===== src/sv/pvr_pkg.sv =====
// shared types, constants and step program of the pivot rotation block
`default_nettype none
package pvr_pkg;

  localparam int TRIG_FRAC_BITS_DEF = 30;
  localparam int CORDIC_STEPS_DEF   = 24;

  localparam int ADDR_W  = 5;
  localparam int ITER_W  = 5;
  localparam int PC_W    = 6;
  localparam int ENTRY_W = 48;
  localparam int MUL_A_W = 36;
  localparam int MUL_B_W = 33;
  localparam int ACC_W   = 72;

  localparam logic [12:0] ANGLE_FULL   = 13'd5760;
  localparam logic [12:0] ANGLE_Q1     = 13'd1440;
  localparam logic [12:0] ANGLE_Q2     = 13'd2880;
  localparam logic [12:0] ANGLE_Q3     = 13'd4320;
  localparam logic [30:0] ANGLE_STEP   = 31'd1199381129;
  localparam logic signed [32:0] CORDIC_GAIN = 33'sd652032874;

  localparam logic [PC_W-1:0] PC_VERT = 6'd24;
  localparam logic [PC_W-1:0] PC_LAST = 6'd35;

  localparam logic [2:0] REG_ANGLE_X = 3'd0;
  localparam logic [2:0] REG_ANGLE_Y = 3'd1;
  localparam logic [2:0] REG_ANGLE_Z = 3'd2;
  localparam logic [2:0] REG_PIVOT_X = 3'd3;
  localparam logic [2:0] REG_PIVOT_Y = 3'd4;
  localparam logic [2:0] REG_PIVOT_Z = 3'd5;

  typedef enum logic [3:0] {
    OA_SX, OA_CX, OA_SY, OA_CY, OA_SZ, OA_CZ, OA_SYX, OA_CYX, OA_M
  } opa_t;

  typedef enum logic [3:0] {
    OB_SX, OB_CX, OB_SY, OB_CY, OB_SZ, OB_CZ, OB_NEG1,
    OB_PX, OB_PY, OB_PZ, OB_VX, OB_VY, OB_VZ, OB_VW
  } opb_t;

  typedef enum logic [1:0] {ACC_LOAD, ACC_ADD, ACC_SUB} accop_t;
  typedef enum logic [1:0] {RND_NONE, RND_F, RND_16} rnd_t;
  typedef enum logic [2:0] {WR_NONE, WR_SYX, WR_CYX, WR_M, WR_T, WR_TMP, WR_OUT} wr_t;

  typedef enum logic [2:0] {
    ST_IDLE, ST_TLOAD, ST_TITER, ST_TDONE, ST_PROG, ST_DRAIN, ST_DONE
  } st_t;

  typedef struct packed {
    opa_t       a_sel;
    logic [3:0] a_idx;
    opb_t       b_sel;
    accop_t     acc_op;
    rnd_t       rnd;
    wr_t        wr;
    logic [3:0] w_idx;
  } step_t;

  typedef struct packed {
    logic              latch_in;
    logic              trig_load;
    logic              trig_iter;
    logic              trig_done;
    logic [1:0]        axis;
    logic [ITER_W-1:0] iter;
    logic              step_valid;
    step_t             step;
    logic              load_out;
  } cmd_t;

  typedef struct packed {
    logic [12:0]        angle_x;
    logic [12:0]        angle_y;
    logic [12:0]        angle_z;
    logic signed [31:0] pivot_x;
    logic signed [31:0] pivot_y;
    logic signed [31:0] pivot_z;
    logic               stale;
  } cfg_t;

  function automatic logic [29:0] atan_q30(input logic [ITER_W-1:0] i);
    logic [29:0] v;
    case (i)
      5'd0:  v = 30'd843314857;
      5'd1:  v = 30'd497837829;
      5'd2:  v = 30'd263043837;
      5'd3:  v = 30'd133525159;
      5'd4:  v = 30'd67021687;
      5'd5:  v = 30'd33543516;
      5'd6:  v = 30'd16775851;
      5'd7:  v = 30'd8388437;
      5'd8:  v = 30'd4194283;
      5'd9:  v = 30'd2097149;
      5'd10: v = 30'd1048576;
      5'd11: v = 30'd524288;
      5'd12: v = 30'd262144;
      5'd13: v = 30'd131072;
      5'd14: v = 30'd65536;
      5'd15: v = 30'd32768;
      5'd16: v = 30'd16384;
      5'd17: v = 30'd8192;
      5'd18: v = 30'd4096;
      5'd19: v = 30'd2048;
      5'd20: v = 30'd1024;
      5'd21: v = 30'd512;
      5'd22: v = 30'd256;
      5'd23: v = 30'd128;
      5'd24: v = 30'd64;
      5'd25: v = 30'd32;
      5'd26: v = 30'd16;
      5'd27: v = 30'd8;
      5'd28: v = 30'd4;
      5'd29: v = 30'd2;
      default: v = 30'd0;
    endcase
    return v;
  endfunction

  function automatic step_t mk(input opa_t a, input logic [3:0] ai, input opb_t b,
                               input accop_t op, input rnd_t r, input wr_t w,
                               input logic [3:0] wi);
    step_t s;
    s.a_sel  = a;
    s.a_idx  = ai;
    s.b_sel  = b;
    s.acc_op = op;
    s.rnd    = r;
    s.wr     = w;
    s.w_idx  = wi;
    return s;
  endfunction

  // matrix build (0..23) followed by the per-vertex product program (24..35)
  function automatic step_t prog_step(input logic [PC_W-1:0] n);
    step_t s;
    case (n)
      6'd0:  s = mk(OA_SY,  4'd0,  OB_SX,   ACC_LOAD, RND_F,    WR_SYX,  4'd0);
      6'd1:  s = mk(OA_CY,  4'd0,  OB_SX,   ACC_LOAD, RND_F,    WR_CYX,  4'd0);
      6'd2:  s = mk(OA_CY,  4'd0,  OB_CZ,   ACC_LOAD, RND_F,    WR_NONE, 4'd0);
      6'd3:  s = mk(OA_SYX, 4'd0,  OB_SZ,   ACC_ADD,  RND_F,    WR_M,    4'd0);
      6'd4:  s = mk(OA_SYX, 4'd0,  OB_CZ,   ACC_LOAD, RND_F,    WR_NONE, 4'd0);
      6'd5:  s = mk(OA_CY,  4'd0,  OB_SZ,   ACC_SUB,  RND_F,    WR_M,    4'd1);
      6'd6:  s = mk(OA_SY,  4'd0,  OB_CX,   ACC_LOAD, RND_F,    WR_M,    4'd2);
      6'd7:  s = mk(OA_CX,  4'd0,  OB_SZ,   ACC_LOAD, RND_F,    WR_M,    4'd4);
      6'd8:  s = mk(OA_CX,  4'd0,  OB_CZ,   ACC_LOAD, RND_F,    WR_M,    4'd5);
      6'd9:  s = mk(OA_SX,  4'd0,  OB_NEG1, ACC_LOAD, RND_F,    WR_M,    4'd6);
      6'd10: s = mk(OA_CYX, 4'd0,  OB_SZ,   ACC_LOAD, RND_F,    WR_NONE, 4'd0);
      6'd11: s = mk(OA_SY,  4'd0,  OB_CZ,   ACC_SUB,  RND_F,    WR_M,    4'd8);
      6'd12: s = mk(OA_SY,  4'd0,  OB_SZ,   ACC_LOAD, RND_F,    WR_NONE, 4'd0);
      6'd13: s = mk(OA_CYX, 4'd0,  OB_CZ,   ACC_ADD,  RND_F,    WR_M,    4'd9);
      6'd14: s = mk(OA_CY,  4'd0,  OB_CX,   ACC_LOAD, RND_F,    WR_M,    4'd10);
      6'd15: s = mk(OA_M,   4'd0,  OB_PX,   ACC_LOAD, RND_NONE, WR_NONE, 4'd0);
      6'd16: s = mk(OA_M,   4'd1,  OB_PY,   ACC_ADD,  RND_NONE, WR_NONE, 4'd0);
      6'd17: s = mk(OA_M,   4'd2,  OB_PZ,   ACC_ADD,  RND_NONE, WR_T,    4'd3);
      6'd18: s = mk(OA_M,   4'd4,  OB_PX,   ACC_LOAD, RND_NONE, WR_NONE, 4'd0);
      6'd19: s = mk(OA_M,   4'd5,  OB_PY,   ACC_ADD,  RND_NONE, WR_NONE, 4'd0);
      6'd20: s = mk(OA_M,   4'd6,  OB_PZ,   ACC_ADD,  RND_NONE, WR_T,    4'd7);
      6'd21: s = mk(OA_M,   4'd8,  OB_PX,   ACC_LOAD, RND_NONE, WR_NONE, 4'd0);
      6'd22: s = mk(OA_M,   4'd9,  OB_PY,   ACC_ADD,  RND_NONE, WR_NONE, 4'd0);
      6'd23: s = mk(OA_M,   4'd10, OB_PZ,   ACC_ADD,  RND_NONE, WR_T,    4'd11);
      6'd24: s = mk(OA_M,   4'd0,  OB_VX,   ACC_LOAD, RND_NONE, WR_NONE, 4'd0);
      6'd25: s = mk(OA_M,   4'd1,  OB_VY,   ACC_ADD,  RND_NONE, WR_NONE, 4'd0);
      6'd26: s = mk(OA_M,   4'd2,  OB_VZ,   ACC_ADD,  RND_NONE, WR_TMP,  4'd0);
      6'd27: s = mk(OA_M,   4'd3,  OB_VW,   ACC_LOAD, RND_16,   WR_OUT,  4'd0);
      6'd28: s = mk(OA_M,   4'd4,  OB_VX,   ACC_LOAD, RND_NONE, WR_NONE, 4'd0);
      6'd29: s = mk(OA_M,   4'd5,  OB_VY,   ACC_ADD,  RND_NONE, WR_NONE, 4'd0);
      6'd30: s = mk(OA_M,   4'd6,  OB_VZ,   ACC_ADD,  RND_NONE, WR_TMP,  4'd0);
      6'd31: s = mk(OA_M,   4'd7,  OB_VW,   ACC_LOAD, RND_16,   WR_OUT,  4'd1);
      6'd32: s = mk(OA_M,   4'd8,  OB_VX,   ACC_LOAD, RND_NONE, WR_NONE, 4'd0);
      6'd33: s = mk(OA_M,   4'd9,  OB_VY,   ACC_ADD,  RND_NONE, WR_NONE, 4'd0);
      6'd34: s = mk(OA_M,   4'd10, OB_VZ,   ACC_ADD,  RND_NONE, WR_TMP,  4'd0);
      6'd35: s = mk(OA_M,   4'd11, OB_VW,   ACC_LOAD, RND_16,   WR_OUT,  4'd2);
      default: s = mk(OA_SX, 4'd0, OB_SX,   ACC_LOAD, RND_NONE, WR_NONE, 4'd0);
    endcase
    return s;
  endfunction

endpackage
`default_nettype wire


===== src/sv/pvr_cfg.sv =====
// configuration registers and matrix stale flag
`default_nettype none
module pvr_cfg (
  input  wire logic                        clk,
  input  wire logic                        rst,
  input  wire logic                        psel,
  input  wire logic                        penable,
  input  wire logic                        pwrite,
  input  wire logic [pvr_pkg::ADDR_W-1:0]  paddr,
  input  wire logic [31:0]                 pwdata,
  output logic [31:0]                      prdata,
  input  wire logic                        stale_clear,
  output pvr_pkg::cfg_t                    cfg
);

  logic [2:0] idx;
  logic       wr_en;

  assign idx   = paddr[4:2];
  assign wr_en = psel && penable && pwrite;

  always_ff @(posedge clk) begin
    if (rst) begin
      cfg.angle_x <= '0;
      cfg.angle_y <= '0;
      cfg.angle_z <= '0;
      cfg.pivot_x <= '0;
      cfg.pivot_y <= '0;
      cfg.pivot_z <= '0;
      cfg.stale   <= 1'b1;
    end else begin
      if (wr_en) begin
        case (idx)
          pvr_pkg::REG_ANGLE_X: begin
            cfg.angle_x <= pwdata[12:0];
            cfg.stale <= 1'b1;
          end
          pvr_pkg::REG_ANGLE_Y: begin
            cfg.angle_y <= pwdata[12:0];
            cfg.stale <= 1'b1;
          end
          pvr_pkg::REG_ANGLE_Z: begin
            cfg.angle_z <= pwdata[12:0];
            cfg.stale <= 1'b1;
          end
          pvr_pkg::REG_PIVOT_X: begin
            cfg.pivot_x <= pwdata;
            cfg.stale <= 1'b1;
          end
          pvr_pkg::REG_PIVOT_Y: begin
            cfg.pivot_y <= pwdata;
            cfg.stale <= 1'b1;
          end
          pvr_pkg::REG_PIVOT_Z: begin
            cfg.pivot_z <= pwdata;
            cfg.stale <= 1'b1;
          end
          default: begin
          end
        endcase
      end else if (stale_clear) begin
        cfg.stale <= 1'b0;
      end
    end
  end

  always_comb begin
    case (idx)
      pvr_pkg::REG_ANGLE_X: prdata = {19'd0, cfg.angle_x};
      pvr_pkg::REG_ANGLE_Y: prdata = {19'd0, cfg.angle_y};
      pvr_pkg::REG_ANGLE_Z: prdata = {19'd0, cfg.angle_z};
      pvr_pkg::REG_PIVOT_X: prdata = cfg.pivot_x;
      pvr_pkg::REG_PIVOT_Y: prdata = cfg.pivot_y;
      pvr_pkg::REG_PIVOT_Z: prdata = cfg.pivot_z;
      default:              prdata = 32'd0;
    endcase
  end

endmodule
`default_nettype wire


===== config.mk =====
export PLATFORM = sky130hd
export DESIGN_NAME = pvr_cfg
export DESIGN_NICKNAME = d
export VERILOG_FILES = /design/src/sv/pvr_pkg.sv /design/src/sv/pvr_cfg.sv
export SDC_FILE = /design/constraint.sdc
export NUM_CORES = 1
export LEC_CHECK = 0
export ABC_AREA = 1
export BUFFER_PORTS_ARGS = -buffer_cell sky130_fd_sc_hd__buf_2
export CAP_MARGIN = 20
export CELL_PAD_IN_SITES_DETAIL_PLACEMENT = 1
export CELL_PAD_IN_SITES_GLOBAL_PLACEMENT = 1
export CORE_UTILIZATION = 30
export CTS_BUF_LIST = sky130_fd_sc_hd__clkbuf_4 sky130_fd_sc_hd__clkbuf_8
export DETAILED_ROUTE_END_ITERATION = 7
export PLACE_DENSITY = 0.78
export SLEW_MARGIN = 20
export SYNTH_ARGS = -nofsm -noshare
export SYNTH_HDL_FRONTEND = slang
export SYNTH_SLANG_ARGS = --single-unit

===== constraint.sdc =====
create_clock -name clk -period 2.3 [get_ports clk]
set_input_delay 0.23 -clock clk [delete_from_list [all_inputs] [get_ports clk]]
set_output_delay 0.23 -clock clk [all_outputs]
set_load 0.02 [all_outputs]

[After elaboration in Yosys (flattened, before gate mapping)]
Index checks and enable logic that the tools add are counted.
Operators by class
  reduce and logical (&&, ||, !) cells: 12
  eq/ne operators: 6
  mux-type cells: 4
Operators by type and width (count)
  $pmux W32 S6: 1
  $reduce_and A2 Y1: 7
  $eq A3 B2 Y1 const B: 2
  $eq A3 B3 Y1 const B: 2
  $reduce_or A6 Y1: 1
  $eq A3 B1 Y1 const B: 1
  $logic_not A3 Y1: 1
  $mux W1: 3
  $logic_and A1 B1 Y1: 2
  $ne A2 B2 Y1 const B: 1
  $reduce_bool A2 Y1: 1
Word-level totals
  output and inout bits: 168
  register bits: 136
  word-level logic and storage cells: 29

[Longest topological paths before layout]
Gate-level depths: netlist (run 1).
  depth in word-level cells: 4
  depth in mapped cells: 8
  gate-level depth less buffers: 7

[Least setup slack after synthesis (run 1)]
Ideal clock, no wire load.
  path type: input -> output
  start point: input paddr[2] (netlist bit)
  end point: output prdata[13]
  arrival time: 1214 ps
  cell stages on the path: 7
  path slack: 856 ps
  path through: buf_4 > inv_1 > nand2_1 > nor2_2 > buf_4 > nand2_1 > nand3_1
Between the ends
  cells in the longest elaborated chain, start to end: 2
  elaborated cells between the ends (all ways): 7
  those cells by class: eq/ne: 5; mux: 1; reduce/logical: 1
Ends and longest elaborated chain
  start: declaration: line pvr_cfg.sv:9  | input wire logic [pvr_pkg::ADDR_W-1:0] paddr,
  $eq A3 B3 Y1, or another cell as far along: line pvr_cfg.sv:68  | case (idx)
  $pmux W32 S6 *: line pvr_cfg.sv:68
  end: declaration: line pvr_cfg.sv:11  | output logic [31:0] prdata,
Mark *: on every way between the ends. The rest lies on a longest branch, timed or not.

[Worst setup path in the final report (run 1)]
  start point: input paddr[3] (netlist bit)
  end point: output prdata[3]
The elaborated chain is that of the path after synthesis.

==> results.txt, run 1 <==
H-tree depth = 4
Crit path launch = paddr[3]
Post-DR vias/cell = 4.78
Cell area after layout = 0.00824 mm²
Vias in the first global route = 6961
Synth Warn # = 0
Critical Path RT = 2.07 ns
Maximum vdd drop = 0.000307 V
Unique masters post-synth = 18
Post-cts repair resize count = 0
CP Max Fanout = 23
Drt pass-1 iters = 5
Post-Synth Adder-Cell Area = 0%
Status = completed
Fin Setup TNS = 0 ns
Top_reg_cell synth = dfxtp_1
Total power = 5.09 mW
Worst-margin pin slew = 0.637 ns
Hold Slack = 0.0480 ns
Minimum clock period = 1.89 ns
CP arrival = 1.66 ns
Top cells by count, synth = nand2_1, nor2_1, dfxtp_1
Largest family of logic cells by synthesized area = simple AND/OR/NAND/NOR gates
Placed cell count = 1485
First-pass GRT wire length = 38600 µm
Grt total ovfl = 0
Clock Latency Late Sink = 0.45 ns
Antenna-violating nets left = 0
Share of cells above drive strength 1 = 22.8%
P_sw = 1.47 mW
Worst slack, placed = 0.402 ns
Simple-Gate Fraction of Synth Area = 49.4%
CTS tree = yes
Mux contribution to synthesized area = 0%
Mapped Area = 0.00654 mm²
Reg2reg setup slack = 1.65 ns
Number of enable flip-flop cells after synthesis = 0
Crit end category = primary output
Comb power frac = 9.8%
Asr flop ratio synth = 0%
Final setup violating endpoints = 0
RSZ-0062 raised after global routing = no
FF-to-FF End = cfg[33]$_SDFFE_PP0P_
Drc violations = 0
CTS Buf Count = 17
Max-slew violations = 0
Clock Path Buffers = 2
Post-Layout Cell Count = 1517
Antenna Cells = 0
Clk root buf = clkbuf_8
Synth Instances = 1043
Starting DRT DRC Count = 442
Worst r2r src = cfg[33]$_SDFFE_PP0P_
DP HPWL = 17600 µm
CTS clk-pin slew, worst paths = 0.08 ns
Cell Pwr Density = 617 mW/mm²
Synth Net Count = 1086
Pin count of the biggest net entering global routing = 94
Yosys top cell by area = dfxtp_1
Synth Area in XOR/XNOR = 0%
WL/cell = 16.6 µm
Post-Place Cell Area = 0.00782 mm²
Clock power frac = 42.8%
Top cells by area, synth = dfxtp_1, nand2_1, nor2_1
Max Clk Rate = 0.529 GHz
Top-area cell type share of the netlist area = 41.6%
Area growth syn-to-layout = 25.9%
Most flop-heavy register = cfg
Crit path to = prdata[3]
Register area share after synthesis = 41.6%
Fin crit share = 82.2%
Post-Route Utilization = 38.8%
PortBufs = 208
Initial cell density of the core = 30.8%
Synth Area in Compound Gates = 0%
Initial antenna violation count = 0
Die height = 150 µm
Die area = 0.0224 mm²
Routed vias = 7245
Internal power = 3.62 mW
MaxCap Viol Count = 0
WS Path Type = in -> out
Fin. Hold Viols = 0
Final net count = 1272
Reg2Reg Depth = 2
GP Congestion = 0.795
Setup slack after layout = 0.409 ns
Hold buffers post-CTS = 0
CP startpoint kind = input port
Slew margin rel. = 57.5%
Syn avg cell area = 6.27 µm²
Row cnt = 53
Clock Skews = 0 ns
Hold crit path type = in -> reg
Yosys reg bits = 136
Core area = 0.0212 mm²
Final wirelength = 25100 µm
Gr usage total = 22.8%
Sink Count = 136
Count leader, synth = nand2_1
Filler Cells Inserted = 2879
IO Count = 211
Sw frac = 28.8%
Leakage = 4.17 nW
Biggest regs = cfg: 136 flops
Die W = 150 µm
Setup bufs post-CTS = 0
Sequential share of power = 47.4%
Largest register FFs = 136
## placed cells by master, fill, tap and decap left out
cell type and n:
nor2_4 7, nand3_2 3, nand3_1 130, nand2_1 318, clkbuf_8 17, inv_6 7
nand3_4 1, nor2_1 308, buf_2 208, clkinv_4 1, dfxtp_1 136, nand4_1 13
buf_4 13, bufinv_16 3, inv_4 2, clkinvlp_4 2, nand2_2 2, inv_1 54
inv_2 4, buf_12 7, clkinv_2 2, nor2_2 4
## how the worst min path moves through the flow
stage / start / end / slack, ns / depth (start not counted)
finish: stale_clear / cfg[0]$_SDFFE_PP1P_ / 0.05 / 4
global route: stale_clear / cfg[0]$_SDFFE_PP1P_ / 0.06 / 4
CTS: stale_clear / cfg[0]$_SDFFE_PP1P_ / 0.03 / 4
detailed placement: cfg[0]$_SDFFE_PP1P_ / cfg[0]$_SDFFE_PP1P_ / 0.45 / 2
global placement: cfg[0]$_SDFFE_PP1P_ / cfg[0]$_SDFFE_PP1P_ / 0.45 / 2
floorplan: stale_clear / cfg[0]$_SDFFE_PP1P_ / 0.39 / 3
## logic make-up (layout without fill, tap and decap cells)
| logic type | after synthesis | count (layout) |
|---|---|---|
| buffers and inverters | 121 | 320 |
| AND/OR/NAND/NOR | 786 | 786 |
| flip-flops | 136 | 136 |
## power by group through the flow
stage	Clock (mW)	Combinational, mW	Sequential (mW)
4_1_cts	2.25	0.502	2.41
2_1_floorplan	0	0.272	2.50
6_report	2.18	0.499	2.41
5_1_grt	2.34	0.548	2.42
3_3_place_gp	0	0.489	2.47
3_5_place_dp	0	0.501	2.47
## critical path: stages
cell and delay (ns):
buf_2 0.19, inv_4 0.14, nor2_4 0.43, buf_4 0.21, nand3_1 0.06, nand2_1 0.11, nor2_1 0.07, nand2_1 0.05
buf_2 0.16
## final cells by class
type                       count  area, µm²  area share (%)
inverter                      60        230            2.79
timing repair buffer         228       1280            15.5
multi-input combinational    786       3250            39.4
clock buffer                  17        234            2.84
clock inverter                15        185            2.25
sequential                   136       2720            33.0
tap                          275        344            4.18
## per-layer routing
layer	GRT usage, %	vias up	share of wire [%]	routed length, µm
li1	-	3571	-	-
met1	29.7	3468	46	11500
met2	37.5	177	48	12000
met3	4.42	29	4.6	1150
met4	7.78	0	1.7	420
met5	0	-	0	0
No activity file was read; power rests on OpenSTA's default activity.
==> inputs of run 2 (changes only) <==
--- a/config.mk
+++ b/config.mk
@@ -5,7 +5,7 @@
 export SDC_FILE = /design/constraint.sdc
 export NUM_CORES = 1
 export LEC_CHECK = 0
-export ABC_AREA = 1
+export ABC_AREA = 0
 export BUFFER_PORTS_ARGS = -buffer_cell sky130_fd_sc_hd__buf_2
 export CAP_MARGIN = 20
 export CELL_PAD_IN_SITES_DETAIL_PLACEMENT = 1
@@ -13,7 +13,7 @@
 export CORE_UTILIZATION = 30
 export CTS_BUF_LIST = sky130_fd_sc_hd__clkbuf_4 sky130_fd_sc_hd__clkbuf_8
 export DETAILED_ROUTE_END_ITERATION = 7
-export PLACE_DENSITY = 0.78
+export PLACE_DENSITY = 0.74
 export SLEW_MARGIN = 20
 export SYNTH_ARGS = -nofsm -noshare
 export SYNTH_HDL_FRONTEND = slang
==> constraint.sdc (replaced) <==
create_clock -name clk -period 1.55 [get_ports clk]
set_input_delay 0.155 -clock clk [delete_from_list [all_inputs] [get_ports clk]]
set_output_delay 0.155 -clock clk [all_outputs]
set_load 0.02 [all_outputs]
==> results.txt, run 2 <==
Sink Count = 136 (unchanged)
Pin count of the biggest net entering global routing = 73 (-22%)
Post-Place Cell Area = 0.00802 mm² (+2.5%)
WL/cell = 18.5 µm (+12%)
IO Count = 211 (unchanged)
Reg2reg setup slack = 0.73 ns (-0.92 ns)
Worst slack, placed = 0.0507 ns (-0.351 ns)
Die area = 0.0223 mm² (-0.45%)
Critical Path RT = 1.39 ns (-0.68 ns)
Minimum clock period = 1.65 ns
First-pass GRT wire length = 32300 µm (-16%)
MaxCap Viol Count = 0 (unchanged)
Crit path launch = cfg[99]$_SDFFE_PP0P_
Fin crit share = 106%
Most flop-heavy register = cfg
Largest register FFs = 136 (unchanged)
Clk root buf = clkbuf_8
Die height = 149 µm (-0.23%)
Die W = 149 µm (-0.23%)
Post-DR vias/cell = 4.71 (-1.3%)
Antenna-violating nets left = 0 (unchanged)
FF-to-FF End = cfg[121]$_SDFFE_PP0P_
Most frequent cells in the layout = buf_2, mux2i_1, nand2b_1
Final net count = 920 (-28%)
Yosys top cell by area = dfxtp_1
CTS Buf Count = 17 (unchanged)
Total power = 7.29 mW (+43%)
CTS clk-pin slew, worst paths = 0.08 ns (about the same)
Routed vias = 5500 (-24%)
Leakage = 4.62 nW (+11%)
CP Max Fanout = 2 (-91%)
WS Path Type = reg -> out
Crit end category = primary output
Cell Pwr Density = 813 mW/mm² (+32%)
Slew margin rel. = 67.0% (+9.5 points)
Number of enable flip-flop cells after synthesis = 0 (unchanged)
Area growth syn-to-layout = 37.6%
Yosys reg bits = 136 (unchanged)
Final wirelength = 21600 µm (-14%)
Syn avg cell area = 10.6 µm² (+69%)
Clock Latency Late Sink = 0.44 ns (about the same)
Synth Net Count = 657 (-40%)
Cell area after layout = 0.00896 mm² (+8.7%)
Most common cell after layout, fill and taps aside = buf_2
Reg2Reg Depth = 4 (+2)
Violated checks = setup timing
Mapped Area = 0.00651 mm² (-0.46%)
CP arrival = 1.49 ns (-0.17 ns)
Gr usage total = 19.1% (-3.7 points)
Hold Slack = 0.0340 ns (-0.0140 ns)
Biggest regs = cfg: 136 flops
Top cells by area, synth = dfxtp_1, mux2i_1, nand2b_1
Vias in the first global route = 5682 (-18%)
Initial cell density of the core = 30.8% (-0.045 points)
Grt total ovfl = 0 (unchanged)
Drt pass-1 iters = 4 (-1)
Clock Path Buffers = 2 (unchanged)
Initial antenna violation count = 3 (+3)
Max Clk Rate = 0.607 GHz
CP startpoint kind = flop
Top-area cell type share of the netlist area = 41.8% (+0.19 points)
Asr flop ratio synth = 0% (unchanged)
Count leader, synth = mux2i_1
H-tree depth = 4 (unchanged)
PortBufs = 208 (unchanged)
Worst r2r src = cfg[121]$_SDFFE_PP0P_
Drc violations = 0 (unchanged)
GP Congestion = 0.744 (-6.4%)
Share of cells above drive strength 1 = 42.1% (+19 points)
Worst-margin pin slew = 0.496 ns (-0.141 ns)
DP HPWL = 14600 µm (-17%)
Register area share after synthesis = 41.8% (+0.19 points)
Hold crit path type = in -> reg
Filler Cells Inserted = 2427 (-16%)
Top_reg_cell synth = dfxtp_1
Max-slew violations = 0 (unchanged)
Top cells by count, synth = mux2i_1, nand2b_1, dfxtp_1
RSZ-0062 raised after global routing = yes
Starting DRT DRC Count = 199 (-55%)
Setup slack after layout = -0.0983 ns (-0.507 ns)
Status = finished with violations
Synth Instances = 614 (-41%)
Fin. Hold Viols = 0 (unchanged)
CTS tree = yes
Core area = 0.0212 mm² (-0.31%)
Crit path to = prdata[2]
Unique masters post-synth = 35 (+17)
Row cnt = 53 (unchanged)
Synth Warn # = 0 (unchanged)
Final setup violating endpoints = 9 (+9)
Maximum vdd drop = 0.000464 V (+51%)
Clock Skews = 0 ns (unchanged)
## run 2: worst min-delay path by stage
stage / start / end / slack [ns] / cells after the start
floorplan: pwdata[20] / cfg[53]$_SDFFE_PP0P_ / 0.35 / 2
global placement: stale_clear / cfg[0]$_SDFFE_PP1P_ / 0.46 / 3
detailed placement: stale_clear / cfg[0]$_SDFFE_PP1P_ / 0.47 / 3
CTS: pwdata[21] / cfg[54]$_SDFFE_PP0P_ / 0.005 / 3
global route: pwdata[21] / cfg[22]$_SDFFE_PP0P_ / 0.03 / 3
finish: pwdata[21] / cfg[22]$_SDFFE_PP0P_ / 0.03 / 3
## run 2: metal layers
metal	part of all wire, %	vias to the layer above	routed length (µm)	track usage (%)
met5	0	-	0	0
met4	1.3	0	272	6.79
met3	4.6	18	984	4.25
met2	50	120	10800	31.9
met1	44	2697	9550	24.1
li1	-	2665	-	-
## run 2: final cells by class
class / instances / area [µm²] / area share, %
Multi-Input combinational cell: 431 / 3580 / 40.0
Sequential cell: 136 / 2760 / 30.8
Timing Repair Buffer: 291 / 1860 / 20.8
Tap cell: 275 / 344 / 3.84
Clock buffer: 19 / 255 / 2.85
Clock inverter: 12 / 151 / 1.69
Antenna cell: 3 / 7.51 / 0.0838
## run 2: per-stage QoR
step,util [%],std cells,setup TNS (ns)
2_1_floorplan,-,614,0
3_3_place_gp,37.9,1086,0
3_5_place_dp,37.9,1086,0
4_1_cts,42.0,1159,-0.932
5_1_grt,42.4,1167,-1.36
6_report,42.4,1167,-0.486
## run 2: kinds of logic (layout without fill, tap and decap cells)
family,Yosys count,in the layout,share of synthesized area [%]
AOI/OAI and AO/OA,42,42,5.38
buffers and inverters,47,322,4.40
DFF,136,136,41.8
muxes,187,187,29.0
other,0,3,0
and+or+nand+nor,202,202,19.4
## run 2: timing repair
item / 4_1_cts / 5_1_grt
endpoints found under the setup margin: 13 / 13
buffers inserted: 27 / 5
pin swaps: 8 / 3
endpoints found under the hold margin: 32 / 0
resized for setup: 48 / 13
hold buffers: 15 / 0
## run 2: report_power, final
| group | total [mW] | switching, mW | internal (mW) |
|---|---|---|---|
| Clock | 3.09 | 1.45 | 1.64 |
| Sequential | 3.54 | 0.0211 | 3.52 |
| Combinational | 0.655 | 0.355 | 0.300 |
| Total | 7.29 | 1.83 | 5.46 |
## run 2: critical path: stages (launching register included)
cell and delay [ns]:
dfxtp_2 0.33, mux2_2 0.26, a32oi_1 0.16, o211ai_1 0.11, buf_2 0.18
