==> config.mk <==
export PLATFORM = sky130hd
export DESIGN_NAME = pvr_ctrl
export DESIGN_NICKNAME = d
export VERILOG_FILES = /design/src/sv/pvr_pkg.sv /design/src/sv/pvr_ctrl.sv
export SDC_FILE = /design/constraint.sdc
export NUM_CORES = 1
export LEC_CHECK = 0
export BUFFER_PORTS_ARGS = -buffer_cell sky130_fd_sc_hd__clkbuf_2
export CORE_MARGIN = 8
export CORE_UTILIZATION = 52
export CTS_BUF_LIST = sky130_fd_sc_hd__clkbuf_4 sky130_fd_sc_hd__clkbuf_8
export DETAILED_ROUTE_END_ITERATION = 12
export PLACE_DENSITY = 0.79
export SLEW_MARGIN = 20
export SYNTH_ARGS = -nofsm -noshare
export SYNTH_HDL_FRONTEND = slang
export SYNTH_SLANG_ARGS = --single-unit
==> constraint.sdc <==
create_clock -name clk -period 4.04 [get_ports clk]
set_input_delay 1.212 -clock clk [delete_from_list [all_inputs] [get_ports clk]]
set_output_delay 1.212 -clock clk [all_outputs]
set_load 0.03 [all_outputs]
==> src/sv/pvr_pkg.sv <==
// shared types, constants and step program of the pivot rotation block
`default_nettype none
package pvr_pkg;

  localparam int TRIG_FRAC_BITS_DEF = 30;
  localparam int CORDIC_STEPS_DEF   = 24;

  localparam int ADDR_W  = 5;
  localparam int ITER_W  = 5;
  localparam int PC_W    = 6;
  localparam int ENTRY_W = 48;
  localparam int MUL_A_W = 36;
  localparam int MUL_B_W = 33;
  localparam int ACC_W   = 72;

  localparam logic [12:0] ANGLE_FULL   = 13'd5760;
  localparam logic [12:0] ANGLE_Q1     = 13'd1440;
  localparam logic [12:0] ANGLE_Q2     = 13'd2880;
  localparam logic [12:0] ANGLE_Q3     = 13'd4320;
  localparam logic [30:0] ANGLE_STEP   = 31'd1199381129;
  localparam logic signed [32:0] CORDIC_GAIN = 33'sd652032874;

  localparam logic [PC_W-1:0] PC_VERT = 6'd24;
  localparam logic [PC_W-1:0] PC_LAST = 6'd35;

  localparam logic [2:0] REG_ANGLE_X = 3'd0;
  localparam logic [2:0] REG_ANGLE_Y = 3'd1;
  localparam logic [2:0] REG_ANGLE_Z = 3'd2;
  localparam logic [2:0] REG_PIVOT_X = 3'd3;
  localparam logic [2:0] REG_PIVOT_Y = 3'd4;
  localparam logic [2:0] REG_PIVOT_Z = 3'd5;

  typedef enum logic [3:0] {
    OA_SX, OA_CX, OA_SY, OA_CY, OA_SZ, OA_CZ, OA_SYX, OA_CYX, OA_M
  } opa_t;

  typedef enum logic [3:0] {
    OB_SX, OB_CX, OB_SY, OB_CY, OB_SZ, OB_CZ, OB_NEG1,
    OB_PX, OB_PY, OB_PZ, OB_VX, OB_VY, OB_VZ, OB_VW
  } opb_t;

  typedef enum logic [1:0] {ACC_LOAD, ACC_ADD, ACC_SUB} accop_t;
  typedef enum logic [1:0] {RND_NONE, RND_F, RND_16} rnd_t;
  typedef enum logic [2:0] {WR_NONE, WR_SYX, WR_CYX, WR_M, WR_T, WR_TMP, WR_OUT} wr_t;

  typedef enum logic [2:0] {
    ST_IDLE, ST_TLOAD, ST_TITER, ST_TDONE, ST_PROG, ST_DRAIN, ST_DONE
  } st_t;

  typedef struct packed {
    opa_t       a_sel;
    logic [3:0] a_idx;
    opb_t       b_sel;
    accop_t     acc_op;
    rnd_t       rnd;
    wr_t        wr;
    logic [3:0] w_idx;
  } step_t;

  typedef struct packed {
    logic              latch_in;
    logic              trig_load;
    logic              trig_iter;
    logic              trig_done;
    logic [1:0]        axis;
    logic [ITER_W-1:0] iter;
    logic              step_valid;
    step_t             step;
    logic              load_out;
  } cmd_t;

  typedef struct packed {
    logic [12:0]        angle_x;
    logic [12:0]        angle_y;
    logic [12:0]        angle_z;
    logic signed [31:0] pivot_x;
    logic signed [31:0] pivot_y;
    logic signed [31:0] pivot_z;
    logic               stale;
  } cfg_t;

  function automatic logic [29:0] atan_q30(input logic [ITER_W-1:0] i);
    logic [29:0] v;
    case (i)
      5'd0:  v = 30'd843314857;
      5'd1:  v = 30'd497837829;
      5'd2:  v = 30'd263043837;
      5'd3:  v = 30'd133525159;
      5'd4:  v = 30'd67021687;
      5'd5:  v = 30'd33543516;
      5'd6:  v = 30'd16775851;
      5'd7:  v = 30'd8388437;
      5'd8:  v = 30'd4194283;
      5'd9:  v = 30'd2097149;
      5'd10: v = 30'd1048576;
      5'd11: v = 30'd524288;
      5'd12: v = 30'd262144;
      5'd13: v = 30'd131072;
      5'd14: v = 30'd65536;
      5'd15: v = 30'd32768;
      5'd16: v = 30'd16384;
      5'd17: v = 30'd8192;
      5'd18: v = 30'd4096;
      5'd19: v = 30'd2048;
      5'd20: v = 30'd1024;
      5'd21: v = 30'd512;
      5'd22: v = 30'd256;
      5'd23: v = 30'd128;
      5'd24: v = 30'd64;
      5'd25: v = 30'd32;
      5'd26: v = 30'd16;
      5'd27: v = 30'd8;
      5'd28: v = 30'd4;
      5'd29: v = 30'd2;
      default: v = 30'd0;
    endcase
    return v;
  endfunction

  function automatic step_t mk(input opa_t a, input logic [3:0] ai, input opb_t b,
                               input accop_t op, input rnd_t r, input wr_t w,
                               input logic [3:0] wi);
    step_t s;
    s.a_sel  = a;
    s.a_idx  = ai;
    s.b_sel  = b;
    s.acc_op = op;
    s.rnd    = r;
    s.wr     = w;
    s.w_idx  = wi;
    return s;
  endfunction

  // matrix build (0..23) followed by the per-vertex product program (24..35)
  function automatic step_t prog_step(input logic [PC_W-1:0] n);
    step_t s;
    case (n)
      6'd0:  s = mk(OA_SY,  4'd0,  OB_SX,   ACC_LOAD, RND_F,    WR_SYX,  4'd0);
      6'd1:  s = mk(OA_CY,  4'd0,  OB_SX,   ACC_LOAD, RND_F,    WR_CYX,  4'd0);
      6'd2:  s = mk(OA_CY,  4'd0,  OB_CZ,   ACC_LOAD, RND_F,    WR_NONE, 4'd0);
      6'd3:  s = mk(OA_SYX, 4'd0,  OB_SZ,   ACC_ADD,  RND_F,    WR_M,    4'd0);
      6'd4:  s = mk(OA_SYX, 4'd0,  OB_CZ,   ACC_LOAD, RND_F,    WR_NONE, 4'd0);
      6'd5:  s = mk(OA_CY,  4'd0,  OB_SZ,   ACC_SUB,  RND_F,    WR_M,    4'd1);
      6'd6:  s = mk(OA_SY,  4'd0,  OB_CX,   ACC_LOAD, RND_F,    WR_M,    4'd2);
      6'd7:  s = mk(OA_CX,  4'd0,  OB_SZ,   ACC_LOAD, RND_F,    WR_M,    4'd4);
      6'd8:  s = mk(OA_CX,  4'd0,  OB_CZ,   ACC_LOAD, RND_F,    WR_M,    4'd5);
      6'd9:  s = mk(OA_SX,  4'd0,  OB_NEG1, ACC_LOAD, RND_F,    WR_M,    4'd6);
      6'd10: s = mk(OA_CYX, 4'd0,  OB_SZ,   ACC_LOAD, RND_F,    WR_NONE, 4'd0);
      6'd11: s = mk(OA_SY,  4'd0,  OB_CZ,   ACC_SUB,  RND_F,    WR_M,    4'd8);
      6'd12: s = mk(OA_SY,  4'd0,  OB_SZ,   ACC_LOAD, RND_F,    WR_NONE, 4'd0);
      6'd13: s = mk(OA_CYX, 4'd0,  OB_CZ,   ACC_ADD,  RND_F,    WR_M,    4'd9);
      6'd14: s = mk(OA_CY,  4'd0,  OB_CX,   ACC_LOAD, RND_F,    WR_M,    4'd10);
      6'd15: s = mk(OA_M,   4'd0,  OB_PX,   ACC_LOAD, RND_NONE, WR_NONE, 4'd0);
      6'd16: s = mk(OA_M,   4'd1,  OB_PY,   ACC_ADD,  RND_NONE, WR_NONE, 4'd0);
      6'd17: s = mk(OA_M,   4'd2,  OB_PZ,   ACC_ADD,  RND_NONE, WR_T,    4'd3);
      6'd18: s = mk(OA_M,   4'd4,  OB_PX,   ACC_LOAD, RND_NONE, WR_NONE, 4'd0);
      6'd19: s = mk(OA_M,   4'd5,  OB_PY,   ACC_ADD,  RND_NONE, WR_NONE, 4'd0);
      6'd20: s = mk(OA_M,   4'd6,  OB_PZ,   ACC_ADD,  RND_NONE, WR_T,    4'd7);
      6'd21: s = mk(OA_M,   4'd8,  OB_PX,   ACC_LOAD, RND_NONE, WR_NONE, 4'd0);
      6'd22: s = mk(OA_M,   4'd9,  OB_PY,   ACC_ADD,  RND_NONE, WR_NONE, 4'd0);
      6'd23: s = mk(OA_M,   4'd10, OB_PZ,   ACC_ADD,  RND_NONE, WR_T,    4'd11);
      6'd24: s = mk(OA_M,   4'd0,  OB_VX,   ACC_LOAD, RND_NONE, WR_NONE, 4'd0);
      6'd25: s = mk(OA_M,   4'd1,  OB_VY,   ACC_ADD,  RND_NONE, WR_NONE, 4'd0);
      6'd26: s = mk(OA_M,   4'd2,  OB_VZ,   ACC_ADD,  RND_NONE, WR_TMP,  4'd0);
      6'd27: s = mk(OA_M,   4'd3,  OB_VW,   ACC_LOAD, RND_16,   WR_OUT,  4'd0);
      6'd28: s = mk(OA_M,   4'd4,  OB_VX,   ACC_LOAD, RND_NONE, WR_NONE, 4'd0);
      6'd29: s = mk(OA_M,   4'd5,  OB_VY,   ACC_ADD,  RND_NONE, WR_NONE, 4'd0);
      6'd30: s = mk(OA_M,   4'd6,  OB_VZ,   ACC_ADD,  RND_NONE, WR_TMP,  4'd0);
      6'd31: s = mk(OA_M,   4'd7,  OB_VW,   ACC_LOAD, RND_16,   WR_OUT,  4'd1);
      6'd32: s = mk(OA_M,   4'd8,  OB_VX,   ACC_LOAD, RND_NONE, WR_NONE, 4'd0);
      6'd33: s = mk(OA_M,   4'd9,  OB_VY,   ACC_ADD,  RND_NONE, WR_NONE, 4'd0);
      6'd34: s = mk(OA_M,   4'd10, OB_VZ,   ACC_ADD,  RND_NONE, WR_TMP,  4'd0);
      6'd35: s = mk(OA_M,   4'd11, OB_VW,   ACC_LOAD, RND_16,   WR_OUT,  4'd2);
      default: s = mk(OA_SX, 4'd0, OB_SX,   ACC_LOAD, RND_NONE, WR_NONE, 4'd0);
    endcase
    return s;
  endfunction

endpackage
`default_nettype wire

==> src/sv/pvr_ctrl.sv <==
// controller: sequences trig evaluation, matrix build and vertex products
`default_nettype none
module pvr_ctrl #(
  parameter int CORDIC_STEPS = pvr_pkg::CORDIC_STEPS_DEF
) (
  input  wire logic     clk,
  input  wire logic     rst,
  input  wire logic     in_valid,
  output logic          in_ready,
  output logic          out_valid,
  input  wire logic     out_ready,
  input  wire logic     stale,
  output logic          stale_clear,
  output pvr_pkg::cmd_t cmd
);

  localparam logic [pvr_pkg::ITER_W-1:0] ITER_LAST = pvr_pkg::ITER_W'(CORDIC_STEPS - 1);

  pvr_pkg::st_t state, state_next;
  logic [1:0]                   axis, axis_next;
  logic [pvr_pkg::ITER_W-1:0]   iter, iter_next;
  logic [pvr_pkg::PC_W-1:0]     pc, pc_next;

  always_ff @(posedge clk) begin
    if (rst) begin
      state     <= pvr_pkg::ST_IDLE;
      axis      <= '0;
      iter      <= '0;
      pc        <= '0;
      out_valid <= 1'b0;
    end else begin
      state <= state_next;
      axis  <= axis_next;
      iter  <= iter_next;
      pc    <= pc_next;
      if (cmd.load_out)     out_valid <= 1'b1;
      else if (out_ready)   out_valid <= 1'b0;
    end
  end

  always_comb begin
    state_next  = state;
    axis_next   = axis;
    iter_next   = iter;
    pc_next     = pc;
    in_ready    = 1'b0;
    stale_clear = 1'b0;
    cmd         = '0;
    cmd.axis    = axis;
    cmd.iter    = iter;
    cmd.step    = pvr_pkg::prog_step(pc);
    case (state)
      pvr_pkg::ST_IDLE: begin
        in_ready = 1'b1;
        if (in_valid) begin
          cmd.latch_in = 1'b1;
          if (stale) begin
            stale_clear = 1'b1;
            axis_next   = 2'd0;
            state_next  = pvr_pkg::ST_TLOAD;
          end else begin
            pc_next    = pvr_pkg::PC_VERT;
            state_next = pvr_pkg::ST_PROG;
          end
        end
      end
      pvr_pkg::ST_TLOAD: begin
        cmd.trig_load = 1'b1;
        iter_next     = '0;
        state_next    = pvr_pkg::ST_TITER;
      end
      pvr_pkg::ST_TITER: begin
        cmd.trig_iter = 1'b1;
        if (iter == ITER_LAST) begin
          state_next = pvr_pkg::ST_TDONE;
        end else begin
          iter_next = iter + 1'b1;
        end
      end
      pvr_pkg::ST_TDONE: begin
        cmd.trig_done = 1'b1;
        if (axis == 2'd2) begin
          pc_next    = '0;
          state_next = pvr_pkg::ST_PROG;
        end else begin
          axis_next  = axis + 1'b1;
          state_next = pvr_pkg::ST_TLOAD;
        end
      end
      pvr_pkg::ST_PROG: begin
        cmd.step_valid = 1'b1;
        if (pc == pvr_pkg::PC_LAST) begin
          state_next = pvr_pkg::ST_DRAIN;
        end else begin
          pc_next = pc + 1'b1;
        end
      end
      pvr_pkg::ST_DRAIN: begin
        state_next = pvr_pkg::ST_DONE;
      end
      pvr_pkg::ST_DONE: begin
        if (!out_valid || out_ready) begin
          cmd.load_out = 1'b1;
          state_next   = pvr_pkg::ST_IDLE;
        end
      end
      default: begin
        state_next = pvr_pkg::ST_IDLE;
      end
    endcase
  end

endmodule
`default_nettype wire

=== Yosys cells after proc, flatten, opt, wreduce, memory -nomap -nowiden ===
Memory sizes are Yosys's and may differ from the RTL's. A register that Yosys moved wholly into a read port is not among the register bits.
Cells that the tools add are included.

* Add/sub/neg operators: 3
* $mul: 0
* Divide/modulo/power cells: 0
* Magnitude comparators: 0
* Equality and inequality tests: 19
* Shifts and indexed selects: 0
* Mux-type cells: 34
* Bitwise logic cells: 0
* Reductions and logical operators: 11

{| class="wikitable"
|+ Operators with widths
! cell !! number
|-
| $mux 6 || 6
|-
| $pmux 3 s7 || 1
|-
| $ne 2x2->1 const B || 10
|-
| $mux 3 || 6
|-
| $pmux 6 s3 || 1
|-
| $mux 1 || 14
|-
| $pmux 5 s2 || 1
|-
| $eq 3x3->1 const B || 3
|-
| $reduce_and 4->1 || 2
|-
| $add 6x1->6 const B || 1
|-
| $eq 3x2->1 const B || 2
|-
| $eq 6x6->1 const B || 1
|-
| $mux 2 || 3
|-
| $reduce_bool 2->1 || 3
|-
| $add 5x1->5 const B || 1
|-
| $eq 5x5->1 const B || 1
|-
| $mux 5 || 1
|-
| $reduce_and 5->1 || 1
|-
| $pmux 2 s2 || 1
|-
| $eq 3x1->1 const B || 1
|-
| $logic_not 3->1 || 1
|-
| $reduce_bool 3->1 || 1
|-
| $add 2x1->2 const B || 1
|-
| $eq 2x2->1 const B || 1
|-
| 3 further kinds || 3
|}

* Bits in registers: 17
* Bits in latches: 0
* Bits in writable memories: 0
* Bits in read-only memories: 1472
* Input bits: 5
* Output and inout bits: 39
* Logic and storage cells: 73
* Memories kept: 1

{| class="wikitable"
|+ Memory list
! name !! depth !! width !! rd ports !! clocked after Yosys merged registers in !! wr ports !! line !! RTL
|-
| (name not given) || 64 || 23 || 1 || 1 || 0 || pvr_pkg.sv:137 || <nowiki>case (n)</nowiki>
|}

=== Logic depth before layout (Yosys ltp) ===
Gate-level depths: netlist (run 1).

* Word-level depth: 5
* Mapped depth: 15
* Depth with buffers taken out: 15

=== Worst setup path after synthesis (run 1) ===
No wires, ideal clock.

* Kind: input port to flip-flop
* From: in stale
* To: reg cmd[12] (netlist name)
* Library setup time: 0.079 ns
* Data arrival time: 3.863 ns
* Data required time: 3.961 ns
* Path slack: 0.098 ns
* Stages on the path: 10
* Path buffers: 0
* Cell sequence: or4b_2 a21oi_1 nor2_1 a21oi_1 ha_1 inv_1 a211oi_1 a2111oi_0 a32oi_1 o221ai_2

* Cells in the longest elaborated chain, start to end: 4

{| class="wikitable"
|+ Ends and longest elaborated chain
! element !! line !! RTL
|-
| start: declaration || pvr_ctrl.sv:12 || <nowiki>input wire logic stale,</nowiki>
|-
| $ne 2x2->1 (no line) || n/a ||
|-
| $reduce_and 5->1 (no line) || n/a ||
|-
| $mux 6 (no line) (2 in series) || n/a ||
|}

No other way between the ends.
A chain may end at the register's enable or synchronous reset.

=== Worst setup path after layout (run 1) ===
* From: in stale
* To: reg cmd[12] (netlist name)

* Cells in the longest elaborated chain, start to end: 4

{| class="wikitable"
|+ Ends and longest elaborated chain
! element
|-
| $ne 2x2->1 (no line)
|-
| $reduce_and 5->1 (no line)
|-
| $mux 6 (no line) (2 in series)
|}

No other way between the ends.

==> results_dict.tcl, run 1 <==
set metrics [dict create \
    clkSlewWorstSetupHoldPaths_ns 0.08 \
    rr_startpoint "state[0]$_SDFFE_PP0P_" \
    hold_viol_final 0 \
    synth_mux_area_share_pct 2.264 \
    htree_levels 2 \
    cp_max_fo 8 \
    maxSlewViolCount 0 \
    drive_gt1_share_pct 23.38 \
    tightest_slew_ns 0.5938 \
    syn_nets 296 \
    antenna_found_initial 0 \
    final_cells 377 \
    post_cts_buffers 0 \
    final_nets 339 \
    crit_slowest_cell "or4b_2" \
    worstSkewPairLatency_ns 0.30 \
    grt_overflow_total 0 \
    synth-xor-area-share_pct 1.509 \
    reg2reg_to "cmd[12]$_DFF_P_" \
    wl_met3_um 645 \
    path_cells "clkbuf_2, or4b_2, a21o_1, nand3_1, nand2_1, nand2_1, inv_1, ha_1, nor2_1, nand3_1, a2bb2oi_1, o21ai_0, a32oi_1, o221ai_2" \
    grt_pass1_wl_mm 10.57 \
    num_vias 2368 \
    synth_compound_area_share_pct 28.46 \
    gp_congestion 0.9616 \
    drt-met1-wl_mm 3.016 \
    drc 0 \
    cpPeakStageDelay_ns 0.63 \
    num_rows 24 \
    antenna_left 0 \
    utilization_pct 62.01 \
    critPathKind "in2reg" \
    finalClockSkew_ns 0.002970 \
    cts.sinks 39 \
    drt_iter0_drc 318 \
    num_antenna_cells 0 \
    portBuffers 43 \
    grt_max_degree 19 \
    yosysUniqueCellTypes 64 \
    hold_path_class "reg2reg" \
    cts_tree "built" \
    pin_count 44 \
    synth_top_area_share_pct 33.64 \
    area_delta_synth_final_pct 15.53 \
    die_y_um 82.81 \
    crit_buf_inv 2 \
    grt_usage_pct 17.84 \
    cap_violations 0 \
    setup_tns_ns 0 \
    die_w_um 82.81 \
    fp.coreArea_um2 4324 \
    synth_top_family_by_area "compound AO/OA/AOI/OAI gates" \
    r2r_cells 13 \
    rsz0062_at_grt "no" \
    wl_per_cell_um 17.19 \
    yosysMostFrequentCell "dfxtp_1" \
    highest_layer "met4" \
    cts_made_buffers 5 \
    dp.cells 369 \
    crit_arrival_ns 3.72 \
    hold_end "axis[1]$_SDFFE_PP0P_" \
    vdd_drop_max_uv 227.4 \
    syn_area_um2 2321 \
    async_flop_share_pct 0 \
    hold_depth 2 \
    die-area_um2 6858 \
    seq_area_frac_synth_pct 33.64 \
    fill_cells 400 \
    holdBufCountCts 0 \
    cp.required_ns 4.26 \
    wl_met2_mm 2.739 \
    syn_area_per_cell_um2 8.260 \
    cts-root-buf "clkbuf_8" \
    first_global_vias 2067 \
    p_leak_uw 0.001176 \
    synth-simple-area-share_pct 22.37 \
    postSynthCellCount 281 \
    synthAdderAreaFrac_pct 5.391 \
    post-route-period-util_pct 86.61 \
    wl_mm 6.479 \
    fmax_ghz 0.2858 \
    cp-end-kind "flip-flop" \
    synthTopCellsByArea "dfxtp_1 (34%), ha_1 (5.4%), nand2_1 (3.7%)" \
    first_pass_iters 5 \
    hold_start "axis[1]$_SDFFE_PP0P_" \
    cp-start-kind "primary input" \
    status "finished, final reports clean" \
    p_per_area_nw_per_um2 429.6 \
    ys_warn_count 0 \
    r2r_slack_ns 1.01 \
    cp_top_family "simple AND/OR/NAND/NOR gates" \
    ctsResizeCount 0 \
    routed_via_density 6.281 \
    final-setup-viol-count 0 \
    synth_edf_count 0 \
    clockBufferDepth 2 \
    slew_headroom_pct 60.32 \
    start_util_pct 53.67 \
    yosys.area.top_type "dfxtp_1" \
    place.detailed.hpwl_mm 4.657 \
    period_needed_ns 3.499 \
    synth_common_cells "dfxtp_1 (39), nand2_1 (23), nor2_1 (22)" \
    synth_top_flop_cell "dfxtp_1" \
    synth-seq-cells 39 \
    p_total_uw 1152 \
]
-- logic make-up (layout without fill, tap and decap cells) --
kind of cell	after synthesis	after routing
simple gates	100	100
compound gates	88	88
flops	39	39
buf+inv	35	79
fa+ha+maj	10	10
mux	5	5
xor+xnor	4	4
-- per-stage QoR --
stage	setup WS [ns]	hold WS, ns	instance area (um^2)
finish	0.5410	0.4860	2681
global route	0.3157	0.5335	2681
CTS	0.5792	0.4993	2681
detailed placement	0.2756	0.4892	2592
global placement	0.2992	0.4626	2592
floorplan	0.09813	0.5886	2321
-- flip-flops by register name, indices dropped and copies added (netlist names) --
| signal | flops |
|---|---|
| cmd | 22 |
| state | 3 |
| out_valid | 1 |
| iter | 5 |
| pc | 6 |
| axis | 2 |
-- worst max path at each step --
| stage | end | startpoint | slack [ns] | cells past startpoint |
|---|---|---|---|---|
| final | cmd[12]$_DFF_P_ | stale | 0.54 | 14 |
| after global routing | cmd[12]$_DFF_P_ | stale | 0.32 | 14 |
| after CTS | cmd[12]$_DFF_P_ | stale | 0.58 | 12 |
| after detailed placement | cmd[12]$_DFF_P_ | stale | 0.28 | 12 |
| after global placement | cmd[14]$_DFF_P_ | stale | 0.30 | 11 |
| after floorplan | cmd[12]$_DFF_P_ | stale | 0.1 | 10 |
-- layer usage --
metal,up-vias,global-route usage (%)
li1,1125,-
met1,1092,24.99
met2,139,25.25
met3,12,5.176
met4,0,5.751
met5,-,0
-- final cells by class --
class                   instances  area [um^2]  area share (%)
flip-flops and latches         39        780.7           29.12
multi-input cells             207         1393           51.94
clock buffers                   6        76.32           2.846
inverters                      19        71.32           2.660
clock inverters                 2        12.51          0.4666
repair buffers                 52        282.8           10.55
well taps                      52        65.06           2.427
-- tightest hold or removal path: cells and delay by family, from the launching register on --
kind	cells	cell delay, ns
AO/OA/AOI/OAI	1	0.05
flip-flops	1	0.33
AND/OR/NAND/NOR	1	0.06
-- layout by cell type (no fill, tap or decap), types with 3 or more instances in the layout --
cell type  count
nand3b_1       4
o21ai_0       12
xor2_1         3
nor2_1        22
a21o_1         6
nand2_1       23
clkbuf_8       5
o32ai_1        3
nor2b_1        6
nand4_1        6
inv_1         19
o22ai_1        3
nor3b_1        4
nand3_1       13
ha_1          10
buf_4          9
clkbuf_2      43
mux2i_1        3
dfxtp_1       39
a21oi_1       17
a31oi_1        6
a211oi_1       3
nor3_1         7
a211o_1        4
o211ai_1       3
o31ai_1        4
-- report_power, final --
part / switching [uW] / internal [uW] / leakage, uW
Sequential: 30.7 / 428 / 0.000319
Clock: 148 / 128 / 0.0000446
Combinational: 283 / 135 / 0.000813
Total: 461 / 691 / 0.00118
Power figures use the tool's default switching activity.
==> inputs of run 2 (changes only) <==
Settings changed: BUFFER_PORTS_ARGS -buffer_cell sky130_fd_sc_hd__clkbuf_2 to -buffer_cell sky130_fd_sc_hd__buf_2.
==> run 2 against run 1 <==
Against the previous run:
- wire length grew 1.4%
- global-route usage up 0.20 points
- clock skew grew 0.00092 ns
- sequential power barely moved
- setup slack worse by 0.14 ns
- cell area about the same
- core utilization about the same
- flip-flop and latch count is the same
- via count increased by 0.17%
- die area unchanged
- non-clock buffer count did not move
- critical endpoint unchanged
==> results_dict.tcl, run 2 (same netlist as run 1, synthesis figures left out) <==
set metrics [dict create \
    period_needed_ns 3.641 \
    reg2reg_to "cmd[12]$_DFF_P_" \
    hold_end "axis[1]$_SDFFE_PP0P_" \
    htree_levels 2 \
    wl_mm 6.571 \
    slew_headroom_pct 59.11 \
    maxSlewViolCount 0 \
    cpPeakStageDelay_ns 0.63 \
    cts.sinks 39 \
    drc 0 \
    cp.required_ns 4.25 \
    r2r_cells 13 \
    cp-end-kind "flip-flop" \
    fp.coreArea_um2 4324 \
    portBuffers 43 \
    cp_max_fo 8 \
    grt_usage_pct 18.05 \
    fmax_ghz 0.2747 \
    hold_start "axis[1]$_SDFFE_PP0P_" \
    first_global_vias 2109 \
    cts_tree "built" \
    hold_viol_final 0 \
    grt_pass1_wl_mm 10.74 \
    num_antenna_cells 0 \
    p_int_uw 698.3 \
    crit_buf_inv 2 \
    grt_util_met2_pct 26.80 \
    cap_violations 0 \
    first_pass_iters 6 \
    grt_util_met3_pct 5.176 \
    crit_slowest_cell "or4b_2" \
    seqPwrFrac_pct 40.4 \
    drt_iter0_drc 400 \
    clockBufferDepth 2 \
    swShare_pct 38.78 \
    die_w_um 82.81 \
    ff_latch_area_um2 780.7 \
    final_common_cell "buf_2" \
    cts_made_buffers 5 \
    routed_via_density 6.309 \
    r2r_slack_ns 0.74 \
    multi_input_area_um2 1393 \
    setup_tns_ns 0 \
    clkSlewWorstSetupHoldPaths_ns 0.07 \
    worst_slack_ns 0.3994 \
    final_nets 339 \
    holdBufCountCts 0 \
    final-setup-viol-count 0 \
    p_clk_share_pct 23.0 \
    fill_cells 407 \
    hold_path_class "reg2reg" \
    post-route-period-util_pct 90.11 \
    antenna_found_initial 0 \
    status "finished, final reports clean" \
    cp-start-kind "primary input" \
    largest_reg_flops 22 \
    crit_arrival_ns 3.86 \
    num_rows 24 \
    place_ws_ns 0.1821 \
    mostFrequentLayoutCells "buf_2 (43), dfxtp_1 (39), nand2_1 (23)" \
    grt_overflow_total 0 \
    post_cts_buffers 0 \
    critPathKind "in2reg" \
    p_per_area_nw_per_um2 425.6 \
    area_delta_synth_final_pct 15.47 \
    worstSetupPathDepth 12 \
    num_vias 2372 \
    start_util_pct 53.67 \
    vdd_drop_max_uv 187.5 \
    finalClockSkew_ns 0.003892 \
    antenna_left 0 \
    tightest_slew_ns 0.6118 \
    grt_max_degree 19 \
    cp_top_family "compound AO/OA/AOI/OAI gates" \
    die-area_um2 6858 \
    rr_startpoint "state[2]$_SDFFE_PP0P_" \
    die_y_um 82.81 \
    place.detailed.hpwl_mm 4.708 \
    grt_use_met1_pct 24.37 \
    p_leak_uw 0.001200 \
    drive_gt1_share_pct 23.15 \
    cpMostUsedCell "nand2_1" \
    hold_depth 2 \
    pin_count 44 \
    worstSkewPairLatency_ns 0.29 \
    path_cells "buf_2, or4b_2, a21o_1, nand3_1, nand2_1, nand2_1, ha_1, inv_1, a211oi_1, a2111oi_0, a32oi_1, o221ai_2" \
    cts-root-buf "clkbuf_8" \
    ctsResizeCount 0 \
    top_usage_layer "met2" \
    gp_congestion 0.9338 \
    p_sw_uw 442.4 \
    wl_per_cell_um 17.48 \
    combPwrFrac_pct 36.7 \
    rsz0062_at_grt "no" \
]
run 2: cell type report:
| cell class | instances | share of cell area [%] |
|---|---|---|
| Multi-Input combinational cell | 207 | 51.96 |
| Sequential cell | 39 | 29.13 |
| Timing Repair Buffer | 52 | 10.55 |
| Clock buffer | 6 | 3.081 |
| Inverter | 19 | 2.661 |
| Tap cell | 52 | 2.428 |
| Clock inverter | 1 | 0.1867 |
run 2: how the worst max path moves through the flow:
| stage | start | end | slack, ns |
|---|---|---|---|
| floorplan | stale | cmd[12]$_DFF_P_ | 0.1 |
| global placement | stale | cmd[14]$_DFF_P_ | 0.30 |
| detailed placement | stale | cmd[12]$_DFF_P_ | 0.18 |
| global route | stale | cmd[12]$_DFF_P_ | 0.21 |
| finish | stale | cmd[12]$_DFF_P_ | 0.40 |
| CTS | stale | cmd[12]$_DFF_P_ | 0.48 |
run 2: worst reg2reg max path, stage by stage, from the launching register on:
cell and delay [ns]:
dfxtp_1 0.64, or3b_1 0.58, a21oi_1 0.23, nand2_1 0.10, nand2_1 0.15, nand2_1 0.16
inv_1 0.18, ha_1 0.24, nor2_1 0.07, nand3_1 0.10, a2bb2oi_1 0.21, o21ai_0 0.12
a32oi_1 0.26, o221ai_2 0.13
run 2: layer usage:
layer	part of all wire, %	up-vias
li1	-	1116
met1	42	1075
met2	44	171
met3	13	10
met4	1.1	0
met5	0	-
run 2: power groups by stage:
stage                     registers (uW)  logic (uW)  clock network [uW]
after floorplan                      526         238                   0
after global placement               468         411                   0
after detailed placement             468         410                   0
after CTS                            460         412                 269
after global routing                 467         446                 286
final                                460         418                 262
run 2: stage by stage:
stage | util (%) | std cells | instance area, um^2 | power, uW | hold WS, ns
3_3_place_gp | 59.95 | 369 | 2592 | 878.6 | 0.4611
5_1_grt | 61.98 | 376 | 2680 | 1199 | 0.5238
4_1_cts | 61.98 | 376 | 2680 | 1141 | 0.4922
3_5_place_dp | 59.95 | 369 | 2592 | 877.7 | 0.4796
6_report | 61.98 | 376 | 2680 | 1141 | 0.4805
2_1_floorplan | - | 281 | 2321 | 764.1 | 0.5886
